`src/hdl/pnt_pkg.sv`:
```
// Shared constants, types and the permutation table of the Perlin noise tile classifier.
`timescale 1ns / 1ps

package pnt_pkg;

  // Coordinate and fraction precision.
  localparam int COORD_BITS = 16;
  localparam int FRAC_BITS  = 12;

  // Field and register widths.
  localparam int TILE_W      = 16;
  localparam int SCALE_W     = 16;
  localparam int LIMIT_W     = 16;
  localparam int NOISE_W     = 16;
  localparam int CLASS_W     = 2;
  localparam int CFG_W       = 16;
  localparam int CFG_INDEX_W = 2;

  // Internal fixed-point formats.
  localparam int SCALE_FRAC = 12;
  localparam int Q16_W      = 16;
  localparam int CELL_W     = 8;
  localparam int COORD_USE  = (COORD_BITS < TILE_W) ? COORD_BITS : TILE_W;
  localparam int POS_W      = COORD_USE + SCALE_W;
  localparam int FADE_W     = Q16_W + 1;
  localparam int OFS_W      = Q16_W + 1;
  localparam int GRAD_W     = OFS_W + 2;
  localparam int DIFF_W     = GRAD_W + 1;
  localparam int HASH_W     = 3;

  // Keeps the top FRAC_BITS bits of a Q0.16 fraction.
  localparam logic [Q16_W-1:0] FRAC_MASK = {Q16_W{1'b1}} << (Q16_W - FRAC_BITS);

  // Register indexes.
  localparam logic [CFG_INDEX_W-1:0] REG_NOISE_SCALE = 2'd0;
  localparam logic [CFG_INDEX_W-1:0] REG_LOW_LIMIT   = 2'd1;
  localparam logic [CFG_INDEX_W-1:0] REG_MID_LIMIT   = 2'd2;

  // Register reset values.
  localparam logic [SCALE_W-1:0] NOISE_SCALE_RESET = 16'd410;
  localparam logic [LIMIT_W-1:0] LOW_LIMIT_RESET   = 16'd19661;
  localparam logic [LIMIT_W-1:0] MID_LIMIT_RESET   = 16'd39322;

  // Terrain classes.
  localparam logic [CLASS_W-1:0] CLASS_WATER = 2'd0;
  localparam logic [CLASS_W-1:0] CLASS_DIRT  = 2'd1;
  localparam logic [CLASS_W-1:0] CLASS_GRASS = 2'd2;

  // Pipeline stages, one load enable each.
  localparam int NUM_STAGES = 10;
  localparam int ST_POS     = 0;
  localparam int ST_LOC     = 1;
  localparam int ST_T2      = 2;
  localparam int ST_T3      = 3;
  localparam int ST_T4      = 4;
  localparam int ST_T5      = 5;
  localparam int ST_FADE    = 6;
  localparam int ST_LERPX   = 7;
  localparam int ST_LERPY   = 8;
  localparam int ST_OUT     = 9;

  typedef logic [NUM_STAGES-1:0] stage_en_t;

  typedef struct packed {
    logic [TILE_W-1:0] tile_x;
    logic [TILE_W-1:0] tile_y;
  } sample_t;

  typedef struct packed {
    logic [NOISE_W-1:0] noise_value;
    logic [CLASS_W-1:0] tile_class;
  } result_t;

  // Reference permutation; indexes wrap modulo 256, so the table is not doubled.
  localparam logic [CELL_W-1:0] PERM [256] = '{
    151,160,137,91,90,15,131,13,201,95,96,53,194,233,7,225,
    140,36,103,30,69,142,8,99,37,240,21,10,23,190,6,148,
    247,120,234,75,0,26,197,62,94,252,219,203,117,35,11,32,
    57,177,33,88,237,149,56,87,174,20,125,136,171,168,68,175,
    74,165,71,134,139,48,27,166,77,146,158,231,83,111,229,122,
    60,211,133,230,220,105,92,41,55,46,245,40,244,102,143,54,
    65,25,63,161,1,216,80,73,209,76,132,187,208,89,18,169,
    200,196,135,130,116,188,159,86,164,100,109,198,173,186,3,64,
    52,217,226,250,124,123,5,202,38,147,118,126,255,82,85,212,
    207,206,59,227,47,16,58,17,182,189,28,42,223,183,170,213,
    119,248,152,2,44,154,163,70,221,153,101,155,167,43,172,9,
    129,22,39,253,19,98,108,110,79,113,224,232,178,185,112,104,
    218,246,97,228,251,34,242,193,238,210,144,12,191,179,162,241,
    81,51,145,235,249,14,239,107,49,192,214,31,181,199,106,157,
    184,84,204,176,115,121,50,45,127,4,150,254,138,236,205,93,
    222,114,67,29,24,72,243,141,128,195,78,66,215,61,156,180
  };

endpackage

```
`src/hdl/pnt_blend.sv`:
```
// Bilinear blend of the corner gradients, normalization and terrain class.
`timescale 1ns / 1ps

module pnt_blend import pnt_pkg::*; (
  input  logic                     clk,
  input  stage_en_t                en,
  input  logic signed [GRAD_W-1:0] grad_aa,
  input  logic signed [GRAD_W-1:0] grad_ab,
  input  logic signed [GRAD_W-1:0] grad_ba,
  input  logic signed [GRAD_W-1:0] grad_bb,
  input  logic [FADE_W-1:0]        fade_u,
  input  logic [FADE_W-1:0]        fade_v,
  input  logic [LIMIT_W-1:0]       low_limit,
  input  logic [LIMIT_W-1:0]       mid_limit,
  output result_t                  result
);

  localparam int PROD_W = FADE_W + 1 + DIFF_W;
  localparam int STEP_W = PROD_W - Q16_W;
  localparam int NORM_W = GRAD_W + 1;

  logic signed [GRAD_W-1:0] g0;
  logic signed [GRAD_W-1:0] g1;
  logic signed [GRAD_W-1:0] res;
  logic [FADE_W-1:0]        v_d;
  logic signed [NORM_W-1:0] norm;
  result_t                  result_next;

  // a + floor(t * (b - a) / 2^16); the arithmetic shift rounds down.
  function automatic logic signed [GRAD_W-1:0] lerp(input logic signed [GRAD_W-1:0] a,
                                                    input logic signed [GRAD_W-1:0] b,
                                                    input logic [FADE_W-1:0] t);
    logic signed [DIFF_W-1:0] d;
    logic signed [PROD_W-1:0] p;
    logic [STEP_W-1:0]        q;
    logic [STEP_W-1:0]        s;
    d = $signed({b[GRAD_W-1], b}) - $signed({a[GRAD_W-1], a});
    p = $signed({1'b0, t}) * d;
    q = p[PROD_W-1:Q16_W];
    s = {{(STEP_W-GRAD_W){a[GRAD_W-1]}}, a} + q;
    return s[GRAD_W-1:0];
  endfunction

  always_comb begin
    norm = $signed({res[GRAD_W-1], res}) + $signed(NORM_W'(1) << Q16_W);
    if (norm[NORM_W-1]) begin
      result_next.noise_value = '0;
    end else if (|norm[NORM_W-1:NOISE_W+1]) begin
      result_next.noise_value = '1;
    end else begin
      result_next.noise_value = norm[NOISE_W:1];
    end
    if (result_next.noise_value < low_limit) begin
      result_next.tile_class = CLASS_WATER;
    end else if (result_next.noise_value < mid_limit) begin
      result_next.tile_class = CLASS_DIRT;
    end else begin
      result_next.tile_class = CLASS_GRASS;
    end
  end

  always_ff @(posedge clk) begin
    if (en[ST_LERPX]) begin
      g0  <= lerp(grad_aa, grad_ba, fade_u);
      g1  <= lerp(grad_ab, grad_bb, fade_u);
      v_d <= fade_v;
    end
    if (en[ST_LERPY]) begin
      res <= lerp(g0, g1, v_d);
    end
    if (en[ST_OUT]) begin
      result <= result_next;
    end
  end

endmodule

```
`config.mk`:
```
export PLATFORM = sky130hd
export DESIGN_NAME = pnt_blend
export DESIGN_NICKNAME = d
export VERILOG_FILES = /design/src/hdl/pnt_pkg.sv /design/src/hdl/pnt_blend.sv
export SDC_FILE = /design/constraint.sdc
export NUM_CORES = 2
export LEC_CHECK = 0
export BUFFER_PORTS_ARGS = -buffer_cell sky130_fd_sc_hd__buf_2
export CAP_MARGIN = 20
export CORE_AREA = 2 2 284 286
export DETAILED_ROUTE_END_ITERATION = 7
export DIE_AREA = 0 0 286 288
export PLACE_DENSITY = 0.72
export RECOVER_POWER = 100
export SYNTH_ARGS = -nofsm -noshare
export SYNTH_HDL_FRONTEND = slang
export SYNTH_SLANG_ARGS = --single-unit
```
`constraint.sdc`:
```
create_clock -name clk -period 13.9 [get_ports clk]
set_input_delay 2.085 -clock clk [delete_from_list [all_inputs] [get_ports clk]]
set_output_delay 2.085 -clock clk [all_outputs]
set_load 0.05 [all_outputs]
```
==> results.yml <==
synth:
  synth_cells: 4824
  synthSimpleGateAreaFrac_pct: 15.4
  synth_edf_count: 91
  async_flop_share_pct: 0
  yosysSeqAreaShare_pct: 6.30
  synth_cell_types: 76
  synth_fa_ha_area_share_pct: 56.0
  ys_ff_latch: 91
  ys_warn_count: 0
  muxShareOfSynthArea_pct: 0.0231
  syn_avg_cell_area_um2: 8.99
  synth_compound_area_share_pct: 5.64
  synth_xor_area_share_pct: 3.85
  synth_top_family_by_area: "adder cells"
  synthFlopType: "edfxtp_1"
  syn_area_um2: 43400
  synth_nets: 6339
global_route:
  gr-total-overflow: 0
  grt_pass1_wl_um: 175000
  grt_antenna_before_repair: 4
  grt_pass1_vias: 33500
  grt_max_degree: 56
  grt_usage_pct: 27.2
outcome:
  violations: "max-capacitance violations, max-slew violations"
  outcome: "finished, violations left"
layout:
  design_area_um2: 45800
  mostFrequentLayoutCells: "inv_1 (1316), fa_1 (963), nand2_1 (536)"
  final_common_cell: "inv_1"
  layout-drive-gt1-share_pct: 5.26
  syn2layout_area_growth_pct: 5.48
  fin_nets: 6415
  ff_latch_area_um2: 2730
  multi_input_area_um2: 35200
  final_cells: 5966
  fillers: 7048
detailed_routing:
  first_pass_iters: 5
  routed_via_density: 5.27
  drt_iter0_drc: 1790
  antenna_left: 0
  via_count: 31400
  drt-total-wl_um: 107000
  wl_per_cell_um: 17.9
  drcViolationCount: 0
worst_setup_path:
  worst_path_largest_cell_delay_ns: 0.57
  crit_fanout: 12
  cpMostUsedCell: "inv_1"
  r2r_cells: 45
  crit_arrival_ns: 13.07
  cp.depth: 48
  critPathLaunchType: "primary input"
  crit_family: "adder cells"
  crit_buf_inv: 10
  worstSetupEndpointType: "flip-flop"
  crit_type: "in -> reg"
  critPathSlowestCell: "o31ai_1"
  cp.required_ns: 14.04
floorplan:
  io_pins: 171
  core_um2: 79600
  dieHeight_um: 288
  rows: 104
  die_w_um: 286
  die_area_um2: 82400
  initial_core_util_pct: 54.5
sta:
  slew_headroom_pct: -170
  fmax_mhz: 77.3
  tns_ns: 0
  drv_slew: 74
  hold_violations: 0
  setup_viol: 0
  tightest_slew_ns: 4.05
  rsz0062_at_grt: "no"
  min_period_ns: 12.94
  skew_ns: 0.0219
  fin_crit_sh_pct: 93.1
cts:
  cts_made_buffers: 9
  htree_levels: 3
  cts_tree: "yes"
  cts.repair.resized: 0
  cts_setup_buffers: 0
  cts_buffer_depth: 2
  clock_latency_ns: 0.40
  clkTransAtPathRegs_ns: 0.08
  cts.sinks: 91
  cts.hold.buffers_added: 0
  cts-root-buf: "clkbuf_16"
placement:
  placedCellCount: 5949
  placed_cell_area_um2: 45500
  hpwlAfterDp_um: 86000
  io_buffers: 163
  globalplace.congestion: 0.873
worst_hold_path:
  holdCritPathClass: "reg -> reg"
  whs_path_depth: 1
flow_run:
  cap_violations: 2
registers in the layout, indices dropped and copies added (netlist names):
name	count
res	18
v_d	17
g0	19
result	18
g1	19
layer usage:
layer / GRT usage (%) / up-vias / wire (um)
met5: 0 / - / 31
met4: 8.52 / 4 / 3190
met3: 3.44 / 162 / 7060
met2: 47.3 / 971 / 53000
met1: 35.5 / 16000 / 43300
li1: - / 14300 / -
final timing paths:
path | start | endpoint | slack (ns)
max | grad_bb[0] | g1[18]$_DFFE_PP_ | 0.96
min | res[2]$_DFFE_PP_ | result[3]$_DFFE_PP_ | 0.63
max reg2reg | g0[0]$_DFFE_PP_ | res[18]$_DFFE_PP_ | 1.97
min reg2reg | res[2]$_DFFE_PP_ | result[3]$_DFFE_PP_ | 0.63
synth_stat cells (6+ instances only):
| cell | n | share of area (%) |
|---|---|---|
| ha_1 | 399 | 12 |
| a211oi_1 | 13 | 0.22 |
| and2_1 | 501 | 7.2 |
| fa_1 | 963 | 44 |
| a31oi_1 | 9 | 0.13 |
| o211ai_1 | 7 | 0.12 |
| nand2b_1 | 33 | 0.48 |
| o21ai_0 | 70 | 0.81 |
| o21a_1 | 45 | 0.78 |
| clkbuf_1 | 159 | 1.4 |
| xnor2_1 | 148 | 3.0 |
| o21ai_1 | 8 | 0.092 |
| or3_1 | 7 | 0.10 |
| and3_1 | 9 | 0.13 |
| a21oi_1 | 103 | 1.2 |
| inv_1 | 1316 | 11 |
| a21o_1 | 35 | 0.61 |
| o21bai_1 | 10 | 0.17 |
| nand3_1 | 26 | 0.30 |
| xor2_1 | 40 | 0.81 |
| nand2_1 | 536 | 4.6 |
| nor3_1 | 28 | 0.32 |
| edfxtp_1 | 91 | 6.3 |
| nor2b_1 | 60 | 0.87 |
| nor2_1 | 114 | 0.99 |
| o31ai_1 | 6 | 0.10 |
metrics by stage:
step | hold slack (ns) | worst slack, ns | util [%]
2_1_floorplan | 0.564 | 2.24 | -
3_3_place_gp | 0.590 | 0.896 | 57.2
3_5_place_dp | 0.602 | 0.865 | 57.2
4_1_cts | 0.628 | 1.25 | 57.5
5_1_grt | 0.664 | 0.269 | 57.5
6_report | 0.627 | 0.965 | 57.5
logic make-up after synthesis:
kind of cell / after synthesis
AO/OA/AOI/OAI: 367
XOR/XNOR: 189
adder cells (fa/ha/maj): 1362
buffers and inverters: 1478
flip-flops: 91
multiplexers: 1
AND/OR/NAND/NOR: 1336
layout make-up:
type                    instances  share of cell area [%]
diodes                          1                 0.00547
clock buffers                   9                   0.492
clock inverters                 7                   0.148
inverters                    1316                    10.8
multi-input cells            3255                    76.9
flip-flops and latches         91                    5.97
well taps                    1060                    2.90
repair buffers                227                    2.75
Power is left out: the tool's default activity adds up to more than one toggle a clock period on the data nets, which glitch-free logic cannot reach.
