## src/hdl/pnt_pkg.sv

```systemverilog
// Shared constants, types and the permutation table of the Perlin noise tile classifier.
`timescale 1ns / 1ps

package pnt_pkg;

  // Coordinate and fraction precision.
  localparam int COORD_BITS = 16;
  localparam int FRAC_BITS  = 12;

  // Field and register widths.
  localparam int TILE_W      = 16;
  localparam int SCALE_W     = 16;
  localparam int LIMIT_W     = 16;
  localparam int NOISE_W     = 16;
  localparam int CLASS_W     = 2;
  localparam int CFG_W       = 16;
  localparam int CFG_INDEX_W = 2;

  // Internal fixed-point formats.
  localparam int SCALE_FRAC = 12;
  localparam int Q16_W      = 16;
  localparam int CELL_W     = 8;
  localparam int COORD_USE  = (COORD_BITS < TILE_W) ? COORD_BITS : TILE_W;
  localparam int POS_W      = COORD_USE + SCALE_W;
  localparam int FADE_W     = Q16_W + 1;
  localparam int OFS_W      = Q16_W + 1;
  localparam int GRAD_W     = OFS_W + 2;
  localparam int DIFF_W     = GRAD_W + 1;
  localparam int HASH_W     = 3;

  // Keeps the top FRAC_BITS bits of a Q0.16 fraction.
  localparam logic [Q16_W-1:0] FRAC_MASK = {Q16_W{1'b1}} << (Q16_W - FRAC_BITS);

  // Register indexes.
  localparam logic [CFG_INDEX_W-1:0] REG_NOISE_SCALE = 2'd0;
  localparam logic [CFG_INDEX_W-1:0] REG_LOW_LIMIT   = 2'd1;
  localparam logic [CFG_INDEX_W-1:0] REG_MID_LIMIT   = 2'd2;

  // Register reset values.
  localparam logic [SCALE_W-1:0] NOISE_SCALE_RESET = 16'd410;
  localparam logic [LIMIT_W-1:0] LOW_LIMIT_RESET   = 16'd19661;
  localparam logic [LIMIT_W-1:0] MID_LIMIT_RESET   = 16'd39322;

  // Terrain classes.
  localparam logic [CLASS_W-1:0] CLASS_WATER = 2'd0;
  localparam logic [CLASS_W-1:0] CLASS_DIRT  = 2'd1;
  localparam logic [CLASS_W-1:0] CLASS_GRASS = 2'd2;

  // Pipeline stages, one load enable each.
  localparam int NUM_STAGES = 10;
  localparam int ST_POS     = 0;
  localparam int ST_LOC     = 1;
  localparam int ST_T2      = 2;
  localparam int ST_T3      = 3;
  localparam int ST_T4      = 4;
  localparam int ST_T5      = 5;
  localparam int ST_FADE    = 6;
  localparam int ST_LERPX   = 7;
  localparam int ST_LERPY   = 8;
  localparam int ST_OUT     = 9;

  typedef logic [NUM_STAGES-1:0] stage_en_t;

  typedef struct packed {
    logic [TILE_W-1:0] tile_x;
    logic [TILE_W-1:0] tile_y;
  } sample_t;

  typedef struct packed {
    logic [NOISE_W-1:0] noise_value;
    logic [CLASS_W-1:0] tile_class;
  } result_t;

  // Reference permutation; indexes wrap modulo 256, so the table is not doubled.
  localparam logic [CELL_W-1:0] PERM [256] = '{
    151,160,137,91,90,15,131,13,201,95,96,53,194,233,7,225,
    140,36,103,30,69,142,8,99,37,240,21,10,23,190,6,148,
    247,120,234,75,0,26,197,62,94,252,219,203,117,35,11,32,
    57,177,33,88,237,149,56,87,174,20,125,136,171,168,68,175,
    74,165,71,134,139,48,27,166,77,146,158,231,83,111,229,122,
    60,211,133,230,220,105,92,41,55,46,245,40,244,102,143,54,
    65,25,63,161,1,216,80,73,209,76,132,187,208,89,18,169,
    200,196,135,130,116,188,159,86,164,100,109,198,173,186,3,64,
    52,217,226,250,124,123,5,202,38,147,118,126,255,82,85,212,
    207,206,59,227,47,16,58,17,182,189,28,42,223,183,170,213,
    119,248,152,2,44,154,163,70,221,153,101,155,167,43,172,9,
    129,22,39,253,19,98,108,110,79,113,224,232,178,185,112,104,
    218,246,97,228,251,34,242,193,238,210,144,12,191,179,162,241,
    81,51,145,235,249,14,239,107,49,192,214,31,181,199,106,157,
    184,84,204,176,115,121,50,45,127,4,150,254,138,236,205,93,
    222,114,67,29,24,72,243,141,128,195,78,66,215,61,156,180
  };

endpackage

```

## src/hdl/pnt_fade.sv

```systemverilog
// Quintic fade curve as a chain of registered 16 by 16 multiplies.
`timescale 1ns / 1ps

module pnt_fade import pnt_pkg::*; (
  input  logic              clk,
  input  stage_en_t         en,
  input  logic [Q16_W-1:0]  t,
  output logic [FADE_W-1:0] fade
);

  localparam int SUM_W = 22;

  logic [Q16_W-1:0] t2;
  logic [Q16_W-1:0] t3;
  logic [Q16_W-1:0] t4;
  logic [Q16_W-1:0] t5;
  logic [Q16_W-1:0] t_a;
  logic [Q16_W-1:0] t_b;
  logic [Q16_W-1:0] t_c;
  logic [Q16_W-1:0] t3_b;
  logic [Q16_W-1:0] t3_c;
  logic [Q16_W-1:0] t4_b;
  logic signed [SUM_W-1:0] poly;
  logic [FADE_W-1:0] fade_next;

  function automatic logic [Q16_W-1:0] mul_hi(input logic [Q16_W-1:0] a,
                                              input logic [Q16_W-1:0] b);
    logic [2*Q16_W-1:0] p;
    p = a * b;
    return p[2*Q16_W-1:Q16_W];
  endfunction

  always_ff @(posedge clk) begin
    if (en[ST_T2]) begin
      t2  <= mul_hi(t, t);
      t_a <= t;
    end
    if (en[ST_T3]) begin
      t3  <= mul_hi(t2, t_a);
      t_b <= t_a;
    end
    if (en[ST_T4]) begin
      t4   <= mul_hi(t3, t_b);
      t_c  <= t_b;
      t3_b <= t3;
    end
    if (en[ST_T5]) begin
      t5   <= mul_hi(t4, t_c);
      t4_b <= t4;
      t3_c <= t3_b;
    end
    if (en[ST_FADE]) begin
      fade <= fade_next;
    end
  end

  // 10 t^3 - 15 t^4 + 6 t^5, clamped to 0..1.
  always_comb begin
    poly = 22'sd10 * $signed({6'd0, t3_c}) - 22'sd15 * $signed({6'd0, t4_b})
         + 22'sd6 * $signed({6'd0, t5});
    if (poly[SUM_W-1]) begin
      fade_next = '0;
    end else if (poly > $signed(SUM_W'(1) << Q16_W)) begin
      fade_next = FADE_W'(1) << Q16_W;
    end else begin
      fade_next = poly[FADE_W-1:0];
    end
  end

endmodule

```

## config.mk

```make
export PLATFORM = sky130hd
export DESIGN_NAME = pnt_fade
export DESIGN_NICKNAME = d
export VERILOG_FILES = /design/src/hdl/pnt_pkg.sv /design/src/hdl/pnt_fade.sv
export SDC_FILE = /design/constraint.sdc
export NUM_CORES = 2
export LEC_CHECK = 0
export BUFFER_PORTS_ARGS = -buffer_cell sky130_fd_sc_hd__buf_2
export CORE_MARGIN = 8
export CORE_UTILIZATION = 45
export CTS_CLUSTER_SIZE = 10
export DETAILED_ROUTE_END_ITERATION = 10
export GPL_TIMING_DRIVEN = 1
export PLACE_DENSITY = 0.59
export SLEW_MARGIN = 20
export SYNTH_ARGS = -nofsm -noshare
export SYNTH_HDL_FRONTEND = slang
export SYNTH_SLANG_ARGS = --single-unit
```

## constraint.sdc

```tcl
create_clock -name clk -period 10.7 [get_ports clk]
set_input_delay 1.605 -clock clk [delete_from_list [all_inputs] [get_ports clk]]
set_output_delay 1.605 -clock clk [all_outputs]
set_load 0.03 [all_outputs]
```

==> impl_table.tex <==
\begin{tabular}{lr}
\hline
Metric & Value \\
\hline
\multicolumn{2}{l}{\textbf{Logic synthesis}} \\
Synth cell types & 87 \\
Instance count of the mapped netlist & 4,194 \\
Leading cell types by total area after synthesis & fa\_1 39\%, ha\_1 15\%, edfxtp\_1 13\% \\
Area share of the largest cell type after synthesis & 39.03\% \\
Synthesized area per cell & 9.661 sq um \\
Count of state elements after synthesis & 177 \\
Cell type contributing the most total cell area after synthesis & fa\_1 \\
Count of flip-flops with a built-in enable after synthesis & 177 \\
Proportion of register bits with asynchronous set or reset after synthesis & 0\% \\
Dominant cell by count in the synthesized netlist & inv\_1 \\
Netlist area before placement & 0.04052 sq mm \\
Synth Net Count & 5,504 \\
Ys flop type & edfxtp\_1 \\
Number of synthesis warnings & 0 \\
Ranking of synthesized cells by instance count & 1,014 x inv\_1, 790 x fa\_1, 615 x nand2\_1, 493 x ha\_1, 317 x and2\_1 \\
Sequential share of the synthesized area & 13.12\% \\
\multicolumn{2}{l}{\textbf{Global route}} \\
Met3 routing resource usage after global routing & 2.326\% \\
Met1 track demand over resource & 23.56\% \\
First-pass GRT wire length & 147,200 microns \\
Aggregate global routing overflow & 0 \\
GRT Max-Usage Layer & met2 \\
Vias in the first global route & 28.98k \\
Pin count of the biggest net entering global routing & 49 \\
Met2 demand-to-capacity share in global routing & 32.61\% \\
Total global-route track usage & 18.41\% \\
Antenna violations before repair & 0 \\
\multicolumn{2}{l}{\textbf{Setup path}} \\
Worst EP arrival & 8110 ps \\
CP endpoint & t2[15] \\
Critical path endpoint category & flip-flop \\
Critical Path Start Type & primary input \\
Data required time of the critical path & 10,950 ps \\
Kind of critical path & primary input to flip-flop \\
Maximum fanout count along the critical path & 15 \\
R2R Path Start & t\_b[4] \\
Source of the critical timing path & t[8] \\
Worst-case reg-to-reg path depth & 22 \\
Terminus of the critical flop-to-flop path & t4[14] \\
Register-to-Register Setup Slack & 3400 ps \\
\multicolumn{2}{l}{\textbf{Drt}} \\
Wire length reported by the detailed router & 87,680 microns \\
Average routed wire per standard cell & 16.41 microns \\
Remaining number of nets flagged by the antenna check after routing & 0 \\
Via count of the routed design & 26.84k \\
Router iterations before antenna repair & 5 \\
Avg Vias per Cell & 5.023 \\
DRC errors left & 0 \\
First-iteration detailed-routing DRC count & 1,161 \\
\multicolumn{2}{l}{\textbf{Layout}} \\
Fraction of layout cells with a size suffix above 1 & 3.455\% \\
Total Nets Final & 5,465 \\
Growth of design area from synthesis to finish & 4.854\% \\
Register Area & 0.005315 sq mm \\
Number of antenna repair diodes & 0 \\
Fillers & 8,548 \\
Total area of multi-input combinational cells & 0.03093 sq mm \\
Share of the core filled with cells in the final layout & 47.42\% \\
\multicolumn{2}{l}{\textbf{STA}} \\
Slew @ Worst Pin & 1032 ps \\
Max Clock Skew & 14.39 ps \\
Worst hold slack & 418.6 ps \\
Relative slew slack & 31.19\% \\
Final worst-path cycle share & 73.46\% \\
Count of endpoints failing setup in the final report & 0 \\
Clock period minus worst slack & 7860 ps \\
Total count of max-transition violations in the final report & 0 \\
Unrepaired setup endpoints after global routing & no \\
Count of final hold-check violations & 0 \\
Maximum frequency from static timing analysis & 127.2 MHz \\
Fin Setup TNS & 0 ps \\
\multicolumn{2}{l}{\textbf{Run status}} \\
Status & completed \\
\multicolumn{2}{l}{\textbf{Clock network}} \\
Deepest level of the CTS H-tree & 4 \\
CTS Sinks & 177 \\
Buffers from clock root to sink, at most & 2 \\
CTS root buffer & clkbuf\_16 \\
Clock tree from TritonCTS & yes \\
\# hold bufs at CTS & 0 \\
Post-CTS setup buffer count & 0 \\
Number of buffers created by CTS & 17 \\
Number of gates given a new drive strength after cts & 0 \\
Clock latency at the later pin of the worst-skew pair & 500 ps \\
CTS clock-pin slew for the worst setup and hold paths & 70 ps \\
\multicolumn{2}{l}{\textbf{Floorplan}} \\
Area of the core & 0.08960 sq mm \\
Core Rows & 110 \\
Die outline area & 0.09990 sq mm \\
Initial standard-cell utilization of the core & 45.22\% \\
Vertical extent of the die & 316.1 microns \\
Horizontal die dimension & 316.1 microns \\
Number of primary I/O pins & 44 \\
\multicolumn{2}{l}{\textbf{Flow run}} \\
Maximum Capacitance Violations & 0 \\
\multicolumn{2}{l}{\textbf{Placement}} \\
Routability cong. & 0.8352 \\
Detailed placement HPWL & 69,880 microns \\
Number of port buffers & 38 \\
\multicolumn{2}{l}{\textbf{Worst hold path}} \\
Number of cells on the worst hold path & 0 \\
Tightest Hold Check Type & flip-flop to flip-flop \\
\hline
\end{tabular}
## cell families after synthesis
kind of cell    after synthesis  share of synthesized area (%)
fa+ha+maj                  1283                          54.26
simple gates               1150                          13.73
buf+inv                    1135                          10.55
compound gates              321                          5.537
flops                       177                          13.12
xor+xnor                    125                          2.702
mux                           3                         0.1081
## layer usage
metal	share of wire, %	up-vias	routed length (microns)
met5	0	-	0
met4	2.6	0	2317
li1	-	12710	-
met2	50	476	43570
met3	3.6	121	3134
met1	44	13540	38660
## worst max-delay path: stages
cell and delay, ps:
buf_2 320, inv_1 220, nor2_1 320, fa_1 470, inv_1 80, fa_1 430
fa_1 510, inv_1 50, fa_1 530, inv_1 50, fa_1 380, fa_1 530
inv_1 50, ha_1 290, a211oi_2 300, o211ai_1 130, o211a_1 300, a221oi_2 440
o22ai_2 190, a211oi_2 310, o31ai_1 200, a311o_1 370
## cells in the final DEF, fill, tap and decap left out, types with 5 or more instances in the layout
cell / instances
xnor2_1: 89
nand3_1: 24
inv_8: 5
nand2b_1: 11
nor3_1: 27
inv_1: 1014
o2111ai_1: 6
a21o_1: 44
nor3b_2: 7
buf_4: 24
a21oi_1: 89
o21a_1: 23
nor2_1: 59
o31ai_1: 13
ha_1: 493
buf_2: 38
a211o_1: 6
a31oi_1: 11
and3_1: 17
or2_2: 8
nand4_1: 9
nor2b_1: 14
o21ai_0: 36
edfxtp_1: 177
fa_1: 790
or3_1: 11
nand2_1: 615
clkbuf_16: 17
o211ai_1: 11
o21bai_1: 11
xor2_1: 36
and2_1: 317
nand3b_1: 5
a211oi_1: 15
## how the worst min path moves through the flow
stage	start	end	slack [ps]
floorplan	t3_b[0]	t3_c[0]	400
global placement	t3_b[0]	t3_c[0]	400
detailed placement	t3_b[12]	t3_c[12]	400
CTS	t3_b[12]	t3_c[12]	420
global route	t3_b[1]	t3_c[1]	420
finish	t3_b[10]	t3_c[10]	420
## per-stage QoR
stage / cells / instance area [sq um] / setup WS [ps]
after floorplan: 4194 / 40520 / 3155
after global placement: 5312 / 41890 / 2296
after detailed placement: 5312 / 41890 / 2251
after CTS: 5344 / 42480 / 2794
after global routing: 5344 / 42480 / 2520
final: 5344 / 42480 / 2840
## sequential cells by signal (all words and copies together), names as in the netlist
register  flops
fade         17
t2           16
t3           16
t3_b         16
t3_c         16
t4           16
t4_b         16
t5           16
t_a          16
t_b          16
t_c          16
## final cells by class
class	instances	share of cell area, %
Timing Repair Buffer	62	0.8717
Tap cell	1176	3.463
Clock buffer	17	1.001
Inverter	1015	8.968
Clock inverter	15	0.3887
Multi-Input combinational cell	2882	72.80
Sequential cell	177	12.51
Power is left out: the tool's default activity adds up to more than one toggle a clock period on the data nets, which glitch-free logic cannot reach.
